## config.mk

```make
export PLATFORM = sky130hd
export DESIGN_NAME = nearest_square_factor_pair
export DESIGN_NICKNAME = d
export VERILOG_FILES = /design/src/sv/nsfp_pkg.sv /design/src/sv/nsfp_sqrt.sv /design/src/sv/nsfp_div.sv /design/src/sv/nearest_square_factor_pair.sv
export SDC_FILE = /design/constraint.sdc
export NUM_CORES = 1
export LEC_CHECK = 0
export BUFFER_PORTS_ARGS = -buffer_cell sky130_fd_sc_hd__buf_2
export CORE_MARGIN = 5
export CORE_UTILIZATION = 47
export CTS_CLUSTER_DIAMETER = 120
export CTS_CLUSTER_SIZE = 30
export DETAILED_ROUTE_END_ITERATION = 8
export GPL_ROUTABILITY_DRIVEN = 0
export GPL_TIMING_DRIVEN = 0
export PLACE_DENSITY = 0.65
export SYNTH_ARGS = -nofsm -noshare
export SYNTH_HDL_FRONTEND = slang
export SYNTH_SLANG_ARGS = --single-unit
```

## constraint.sdc

```tcl
create_clock -name clock -period 4.7 [get_ports clock]
set_input_delay 0.47 -clock clock [delete_from_list [all_inputs] [get_ports clock]]
set_output_delay 0.47 -clock clock [all_outputs]
set_load 0.03 [all_outputs]
```

## src/sv/nsfp_pkg.sv

```systemverilog
// ----------------------------------------------------------------------------
// Nearest-square factor pair package
// Shared widths, sequencer states and the control bundle for the arithmetic
// units of the factor pair search.
// ----------------------------------------------------------------------------
package nsfp_pkg;

   localparam int NSFP_NUMBER_WIDTH = 32;
   localparam int NSFP_PORT_W       = 32;
   localparam int NSFP_SMALL_W      = 16;

   typedef enum logic [2:0] {
      ST_IDLE,
      ST_ROOT,
      ST_LOAD,
      ST_DIVIDE,
      ST_CHECK,
      ST_EMIT
   } nsfp_state_type;

   typedef struct packed {
      logic load;
      logic step;
   } nsfp_ctl_type;

endpackage

```

## src/sv/nsfp_sqrt.sv

```systemverilog
// ----------------------------------------------------------------------------
// Integer square root unit
// Digit-by-digit restoring square root, one result bit per step.
// ----------------------------------------------------------------------------
module nsfp_sqrt
   import nsfp_pkg::*;
#(
   parameter int IN_W   = NSFP_NUMBER_WIDTH,
   parameter int ROOT_W = (NSFP_NUMBER_WIDTH + 1) / 2
) (
   input  logic              clock,
   input  nsfp_ctl_type      ctl,
   input  logic [IN_W-1:0]   radicand,
   output logic [ROOT_W-1:0] root
);

   localparam int SQ_W = 2 * ROOT_W;

   logic [SQ_W-1:0]   rad_ff, rad_in;
   logic [ROOT_W:0]   rem_ff, rem_in;
   logic [ROOT_W-1:0] root_ff, root_in;
   logic [ROOT_W+2:0] shifted;
   logic [ROOT_W+2:0] diff;
   logic              take;

   always_comb begin
      shifted = {rem_ff, rad_ff[SQ_W-1 -: 2]};
      diff    = shifted - (ROOT_W+3)'({root_ff, 2'b01});
      take    = ~diff[ROOT_W+2];
      rad_in  = rad_ff;
      rem_in  = rem_ff;
      root_in = root_ff;
      if (ctl.load) begin
         rad_in  = SQ_W'(radicand);
         rem_in  = '0;
         root_in = '0;
      end else if (ctl.step) begin
         rad_in  = SQ_W'({rad_ff, 2'b00});
         rem_in  = take ? diff[ROOT_W:0] : shifted[ROOT_W:0];
         root_in = ROOT_W'({root_ff, take});
      end
   end

   always_ff @(posedge clock) begin
      rad_ff  <= rad_in;
      rem_ff  <= rem_in;
      root_ff <= root_in;
   end

   assign root = root_ff;

endmodule

```

## src/sv/nsfp_div.sv

```systemverilog
// ----------------------------------------------------------------------------
// Trial divider unit
// Restoring divider, one quotient bit per step, with a zero remainder flag.
// ----------------------------------------------------------------------------
module nsfp_div
   import nsfp_pkg::*;
#(
   parameter int DIVIDEND_W = NSFP_NUMBER_WIDTH,
   parameter int DIVISOR_W  = (NSFP_NUMBER_WIDTH + 1) / 2
) (
   input  logic                  clock,
   input  nsfp_ctl_type          ctl,
   input  logic [DIVIDEND_W-1:0] dividend,
   input  logic [DIVISOR_W-1:0]  divisor,
   output logic [DIVIDEND_W-1:0] quotient,
   output logic                  rem_zero
);

   logic [DIVISOR_W-1:0]  rem_ff, rem_in;
   logic [DIVIDEND_W-1:0] quo_ff, quo_in;
   logic [DIVISOR_W:0]    shifted;
   logic [DIVISOR_W+1:0]  diff;
   logic                  take;

   always_comb begin
      shifted = {rem_ff, quo_ff[DIVIDEND_W-1]};
      diff    = (DIVISOR_W+2)'(shifted) - (DIVISOR_W+2)'(divisor);
      take    = ~diff[DIVISOR_W+1];
      rem_in  = rem_ff;
      quo_in  = quo_ff;
      if (ctl.load) begin
         rem_in = '0;
         quo_in = dividend;
      end else if (ctl.step) begin
         rem_in = take ? diff[DIVISOR_W-1:0] : shifted[DIVISOR_W-1:0];
         quo_in = DIVIDEND_W'({quo_ff, take});
      end
   end

   always_ff @(posedge clock) begin
      rem_ff <= rem_in;
      quo_ff <= quo_in;
   end

   assign quotient = quo_ff;
   assign rem_zero = (rem_ff == '0);

endmodule

```

## src/sv/nearest_square_factor_pair.sv

```systemverilog
// ----------------------------------------------------------------------------
// Nearest-square factor pair
// Splits a number into the factor pair with the smallest difference.
// ----------------------------------------------------------------------------
// One request is worked at a time and the block is not ready while it runs.
// A nonzero number of W = min(NUMBER_WIDTH, 32) significant bits first goes
// through the square root unit, then each candidate divisor, tried downward
// from the square root, is tried in the shared restoring divider until one
// leaves no remainder; zero skips the search and is reported as no solution.
// The result sits in an output register, so a new request is taken while it
// waits.
// ----------------------------------------------------------------------------
module nearest_square_factor_pair
   import nsfp_pkg::*;
#(
   parameter int NUMBER_WIDTH = NSFP_NUMBER_WIDTH
) (
   input  logic                    clock,
   input  logic                    reset,
   input  logic                    req_valid,
   output logic                    req_ready,
   input  logic [NSFP_PORT_W-1:0]  req_number,
   output logic                    rsp_valid,
   input  logic                    rsp_ready,
   output logic [NSFP_PORT_W-1:0]  rsp_larger_factor,
   output logic [NSFP_SMALL_W-1:0] rsp_smaller_factor,
   output logic                    rsp_no_solution
);

   localparam int EFF_W  = (NUMBER_WIDTH < NSFP_PORT_W) ? NUMBER_WIDTH : NSFP_PORT_W;
   localparam int ROOT_W = (EFF_W + 1) / 2;
   localparam int CNT_W  = $clog2(EFF_W + 1);

   nsfp_state_type    state_ff, state_in;
   logic [EFF_W-1:0]  num_ff, num_in;
   logic [ROOT_W-1:0] cand_ff, cand_in;
   logic [CNT_W-1:0]  cnt_ff, cnt_in;
   logic              zero_ff, zero_in;

   logic                    rsp_valid_ff, rsp_valid_in;
   logic [NSFP_PORT_W-1:0]  rsp_large_ff, rsp_large_in;
   logic [NSFP_SMALL_W-1:0] rsp_small_ff, rsp_small_in;
   logic                    rsp_nosol_ff, rsp_nosol_in;

   nsfp_ctl_type      sqrt_ctl;
   nsfp_ctl_type      div_ctl;
   logic [EFF_W-1:0]  masked;
   logic [ROOT_W-1:0] root;
   logic [EFF_W-1:0]  quotient;
   logic              rem_zero;
   logic              slot_free;

   nsfp_sqrt #(
      .IN_W   (EFF_W),
      .ROOT_W (ROOT_W)
   ) u_sqrt (
      .clock    (clock),
      .ctl      (sqrt_ctl),
      .radicand (masked),
      .root     (root)
   );

   nsfp_div #(
      .DIVIDEND_W (EFF_W),
      .DIVISOR_W  (ROOT_W)
   ) u_div (
      .clock    (clock),
      .ctl      (div_ctl),
      .dividend (num_ff),
      .divisor  (cand_ff),
      .quotient (quotient),
      .rem_zero (rem_zero)
   );

   assign masked    = req_number[EFF_W-1:0];
   assign slot_free = ~rsp_valid_ff | rsp_ready;
   assign req_ready = (state_ff == ST_IDLE);

   always_comb begin
      state_in      = state_ff;
      num_in        = num_ff;
      cand_in       = cand_ff;
      cnt_in        = cnt_ff;
      zero_in       = zero_ff;
      sqrt_ctl      = '0;
      div_ctl       = '0;
      rsp_valid_in  = rsp_valid_ff & ~rsp_ready;
      rsp_large_in  = rsp_large_ff;
      rsp_small_in  = rsp_small_ff;
      rsp_nosol_in  = rsp_nosol_ff;
      unique case (state_ff)
         ST_IDLE: begin
            if (req_valid) begin
               num_in        = masked;
               sqrt_ctl.load = 1'b1;
               cnt_in        = CNT_W'(ROOT_W - 1);
               zero_in       = (masked == '0);
               cand_in       = '0;
               state_in      = (masked == '0) ? ST_EMIT : ST_ROOT;
            end
         end
         ST_ROOT: begin
            sqrt_ctl.step = 1'b1;
            cnt_in        = cnt_ff - 1'b1;
            if (cnt_ff == '0) begin
               state_in = ST_LOAD;
            end
         end
         ST_LOAD: begin
            if (cand_ff == '0) begin
               cand_in = root;
            end
            div_ctl.load = 1'b1;
            cnt_in       = CNT_W'(EFF_W - 1);
            state_in     = ST_DIVIDE;
         end
         ST_DIVIDE: begin
            div_ctl.step = 1'b1;
            cnt_in       = cnt_ff - 1'b1;
            if (cnt_ff == '0) begin
               state_in = ST_CHECK;
            end
         end
         ST_CHECK: begin
            if (rem_zero) begin
               state_in = ST_EMIT;
            end else begin
               cand_in  = cand_ff - 1'b1;
               state_in = ST_LOAD;
            end
         end
         ST_EMIT: begin
            if (slot_free) begin
               rsp_valid_in = 1'b1;
               rsp_large_in = zero_ff ? '0 : NSFP_PORT_W'(quotient);
               rsp_small_in = NSFP_SMALL_W'(cand_ff);
               rsp_nosol_in = zero_ff;
               state_in     = ST_IDLE;
            end
         end
         default: begin
            state_in = ST_IDLE;
         end
      endcase
   end

   always_ff @(posedge clock) begin
      if (reset) begin
         state_ff     <= ST_IDLE;
         rsp_valid_ff <= 1'b0;
      end else begin
         state_ff     <= state_in;
         rsp_valid_ff <= rsp_valid_in;
      end
   end

   always_ff @(posedge clock) begin
      num_ff       <= num_in;
      cand_ff      <= cand_in;
      cnt_ff       <= cnt_in;
      zero_ff      <= zero_in;
      rsp_large_ff <= rsp_large_in;
      rsp_small_ff <= rsp_small_in;
      rsp_nosol_ff <= rsp_nosol_in;
   end

   assign rsp_valid          = rsp_valid_ff;
   assign rsp_larger_factor  = rsp_large_ff;
   assign rsp_smaller_factor = rsp_small_ff;
   assign rsp_no_solution    = rsp_nosol_ff;

endmodule

```

==> impl.org <==
** Logic synthesis
- Number of flip-flops and latches in the synthesized netlist :: ~220
- Syn Inst Count :: 915
- Post-synth EDFFs :: 168
- Area share of the largest cell type after synthesis :: 0.488
- Share of flip-flops with an asynchronous set or reset :: 0
- Yosys synthesis warning count :: 0
- Sequential share of the synthesized area :: 0.591
- Cell type contributing the most total cell area after synthesis :: sky130_fd_sc_hd__edfxtp_1
- Synthesis produced a netlist with a net count of approximately 1000.
- Top area cells in the synthesized netlist :: sky130_fd_sc_hd__edfxtp_1, sky130_fd_sc_hd__dfxtp_1, sky130_fd_sc_hd__nand2_1, sky130_fd_sc_hd__ha_1, sky130_fd_sc_hd__mux2_2
- In this run, distinct cell masters in the synthesized netlist total 60.
- Commonest register cell after synthesis :: sky130_fd_sc_hd__edfxtp_1
- Each instance of the synthesized netlist takes up on average between 10 and 15 sq um.
- In this run the cell area of the synthesized design comes to between 10000 and 15000 sq um.

** Layout
- Highest-count cells in the layout ignoring fill and taps :: sky130_fd_sc_hd__edfxtp_1, sky130_fd_sc_hd__nand2_1, sky130_fd_sc_hd__buf_2
- Counting the fill cells in the layout gives 1901.
- Area delta synth->final :: 11.4%
- After routing the design area is approximately 12000 sq um.
- Of the cells placed in the final design, the portion with a size suffix greater than 1 is 0.140.
- NumNets Final :: 1090
- Most common cell after layout, fill and taps aside :: sky130_fd_sc_hd__edfxtp_1

** Floorplan
- Floorplan die width :: 158 um
- Starting Density :: 0.475
- Vertical die dimension :: ~160 um
- Row count :: 54
- I/O pin count :: a little under 90
- The floorplan step defined a die boundary enclosing between 20000 and 30000 sq um.
- The region available for standard cell placement spans ~22000 sq um.

** Pwr
- For this design the static power due to leakage is 4.27 nW.
- Pwr Density :: 566 nW/um^2
- The share of total power dissipated in the clock network is 0.161.
- Part of the power in combinational logic :: 0.388
- Internal power comes to approximately 4.2 mW.
- Switching part of the total :: 0.358
- Across the VDD grid, the largest voltage drop is 0.341 mV.
- The share of total power dissipated in sequential elements is 0.451.
- Reported net switching power :: about 2.3 mW

** STA
- In this run the tightest slew margin relative to its limit is 0.140.
- Based on the critical path, the design can be clocked at up to between 200 and 300 MHz.
- Setup violations remaining at the end of the flow were counted as 0.
- Final hold viol count :: 0
- Max-slew violation count :: 0
- Setup repair after global routing missed its margin :: false
- For the pin with the worst max-slew slack, the measured transition is ~1300 ps.
- Worst hold margin :: around 210 ps
- Period utilisation layout :: 0.764
- On the final layout, the worst clock skew is 26.9 ps.
- For the finished layout, the period the worst path requires is around 3600 ps.

** Min path
- The min-delay analysis places its worst path in the category input port to flip-flop.
- Along the worst hold path, the cell count comes to 1.

** CTS
- The clock drives around 220 sinks.
- TritonCTS built the clock tree.
- The number of clock buffers added by TritonCTS is 11.
- Clock root buffer master :: sky130_fd_sc_hd__clkbuf_16
- Hold repair after CTS inserted 0 buffers.
- Clock insertion delay at the later pin of the skew report :: about 470 ps
- Once the clock tree was built, the setup fixing pass inserted 0 buffers.
- The clock passes through at most 3 buffers.
- CTS built an H-tree with a depth of 1.
- Post-CTS clock slew at the launch and capture registers of the worst setup and hold paths :: ~120 ps
- Gates resized, CTS repair :: 0

** Routing
- Count of routing violations after the opening detailed-route iteration :: 480
- Final Routed Wirelength :: between 20 and 25 mm
- Vias post-DR :: just under 7000
- Remaining antenna violation count after routing :: 0
- In the routed design, unresolved DRC markers number 0.
- In the routed layout, each cell is associated on average with a via count of around 5.3.
- Routed len/inst :: 16.6 um
- Count of TritonRoute iterations in the first routing pass :: 5

** Outcome
- The run finished with clean final reports.

** Global routing
- Final global-route overflow total :: 0
- Number of global-route vias before repair :: ~6700
- Number of antenna violations at the first check in global routing :: 1
- Entering global routing, the biggest net connects 34 pins.
- For this run, the total global-route usage over all layers was measured as 0.173.
- The first global-routing pass estimated between 30 and 40 mm of wire.

** Setup path
- The worst setup path is captured at a flip-flop.
- The worst setup path is of the flip-flop to flip-flop kind.
- Largest stage delay, worst path :: 960 ps
- Counting cells, the worst reg-to-reg path comes to 8.
- Critical path launch point type :: flip-flop
- Master of the slowest instance on the critical path :: sky130_fd_sc_hd__nor2_1
- Critical-path cell list :: inv_1 > ha_1 > nand3b_1 > or3_1 > or4b_1 > a21oi_1 > a31oi_1 > nor2_1
- Crit path max fanout :: 16
- Arrival time at the worst endpoint :: roughly 3700 ps
- Data required time of the worst path :: 4790 ps

** Place
- Port Buffer Count :: 86
- The HPWL after detailed placement is around 16 mm.
- After detailed placement, the total cell area comes to 11200 sq um.

** Run
- Max-cap violations in this run came to 0.
## per-layer routing
metal | wire length (um) | track usage | up-vias
met5 | 0 | 0 | -
li1 | - | - | 3481
met3 | 838 | 0.0201 | 25
met1 | 10300 | 0.251 | 3285
met2 | 9950 | 0.281 | 124
met4 | 421 | 0.0435 | 0
## Yosys cell counts (2+ instances only)
| master | instances |
|---|---|
| sky130_fd_sc_hd__a211oi_1 | 3 |
| sky130_fd_sc_hd__a21o_1 | 7 |
| sky130_fd_sc_hd__a21oi_1 | 33 |
| sky130_fd_sc_hd__a31oi_1 | 4 |
| sky130_fd_sc_hd__a32oi_1 | 2 |
| sky130_fd_sc_hd__and3_1 | 4 |
| sky130_fd_sc_hd__buf_1 | 7 |
| sky130_fd_sc_hd__clkbuf_1 | 22 |
| sky130_fd_sc_hd__dfxtp_1 | 53 |
| sky130_fd_sc_hd__edfxtp_1 | 168 |
| sky130_fd_sc_hd__ha_1 | 36 |
| sky130_fd_sc_hd__inv_1 | 45 |
| sky130_fd_sc_hd__inv_2 | 3 |
| sky130_fd_sc_hd__mux2_1 | 5 |
| sky130_fd_sc_hd__mux2_2 | 28 |
| sky130_fd_sc_hd__mux2i_1 | 29 |
| sky130_fd_sc_hd__nand2_1 | 159 |
| sky130_fd_sc_hd__nand2b_1 | 7 |
| sky130_fd_sc_hd__nand3_1 | 25 |
| sky130_fd_sc_hd__nand4_1 | 5 |
| sky130_fd_sc_hd__nor2_1 | 33 |
| sky130_fd_sc_hd__nor2b_1 | 38 |
| sky130_fd_sc_hd__nor3_1 | 13 |
| sky130_fd_sc_hd__nor4_1 | 16 |
| sky130_fd_sc_hd__o211ai_1 | 3 |
| sky130_fd_sc_hd__o21a_1 | 8 |
| sky130_fd_sc_hd__o21ai_0 | 29 |
| sky130_fd_sc_hd__o21ai_1 | 43 |
| sky130_fd_sc_hd__o22ai_1 | 4 |
| sky130_fd_sc_hd__o311ai_1 | 2 |
| sky130_fd_sc_hd__o31a_1 | 4 |
| sky130_fd_sc_hd__o31ai_1 | 7 |
| sky130_fd_sc_hd__or3_1 | 4 |
| sky130_fd_sc_hd__xnor2_1 | 32 |
| sky130_fd_sc_hd__xor2_1 | 9 |
## worst paths after layout
path                            slack, ps                            from                              to
worst max-delay path                 1110            cand_ff[1]$_DFFE_PP_            cand_ff[7]$_DFFE_PP_
worst min-delay path                  210                   req_number[5]             num_ff[5]$_DFFE_PP_
worst max register to register       1110            cand_ff[1]$_DFFE_PP_            cand_ff[7]$_DFFE_PP_
worst min register to register        470  u_sqrt.rem_ff[16]$_SDFFE_PP0P_  u_sqrt.rem_ff[16]$_SDFFE_PP0P_
## power by group through the flow
stage	Combinational (mW)	Clock, mW	Sequential, mW
after floorplan	1.95	0	2.91
after global placement	2.46	0	2.99
after detailed placement	2.52	0	2.99
after CTS	2.53	1.08	2.95
after global routing	2.84	1.16	2.99
final	2.53	1.05	2.94
## cells by family (layout without fill, tap and decap cells)
kind of cell,count (synthesis),count (layout),share of synthesized area
AO/OA/AOI/OAI,161,161,0.0938
other,0,1,0
AND/OR/NAND/NOR,312,312,0.139
multiplexers,62,62,0.0640
flip-flops,221,221,0.591
adder cells (fa/ha/maj),37,37,0.0455
buffers and inverters,81,187,0.0322
XOR/XNOR,41,41,0.0347
## registers in the layout (all words and copies together) (netlist names), 3 cells and up
register / cells
u_sqrt.root: 16
cand_ff: 16
u_div.rem_ff: 16
cnt_ff: 6
rsp_smaller_factor: 16
num_ff: 32
u_sqrt.rad_ff: 32
state_ff: 3
u_div.quotient: 32
rsp_larger_factor: 32
u_sqrt.rem_ff: 17
## stage by stage
step	worst slack, ps	setup TNS, ps	util	total power [mW]	std cells
after floorplan	1220	0	-	4.86	915
after global placement	-73.1	-3390	0.511	5.46	1281
after detailed placement	1100	0	0.514	5.51	1283
after CTS	1070	0	0.528	6.56	1300
after global routing	814	0	0.529	6.99	1302
final	1110	0	0.529	6.52	1302
## layout make-up
type	instances	area [sq um]	area share
inverter	48	180	0.0156
sequential	221	6110	0.530
antenna	1	2.50	0.000217
clock inverter	1	20.0	0.00174
buffer	33	154	0.0134
timing repair buffer	89	505	0.0439
clock buffer	16	294	0.0255
tap	280	350	0.0304
multi-input combinational	613	3900	0.339
## critical path: cells and delay by family, from the launching register on
family / cells / cell delay [ps]
DFF: 1 / 500
adders and majority gates: 1 / 250
buffers and inverters: 1 / 180
AOI/OAI and AO/OA: 2 / 220
and+or+nand+nor: 4 / 2040
No activity file was read; power rests on OpenSTA's default activity.
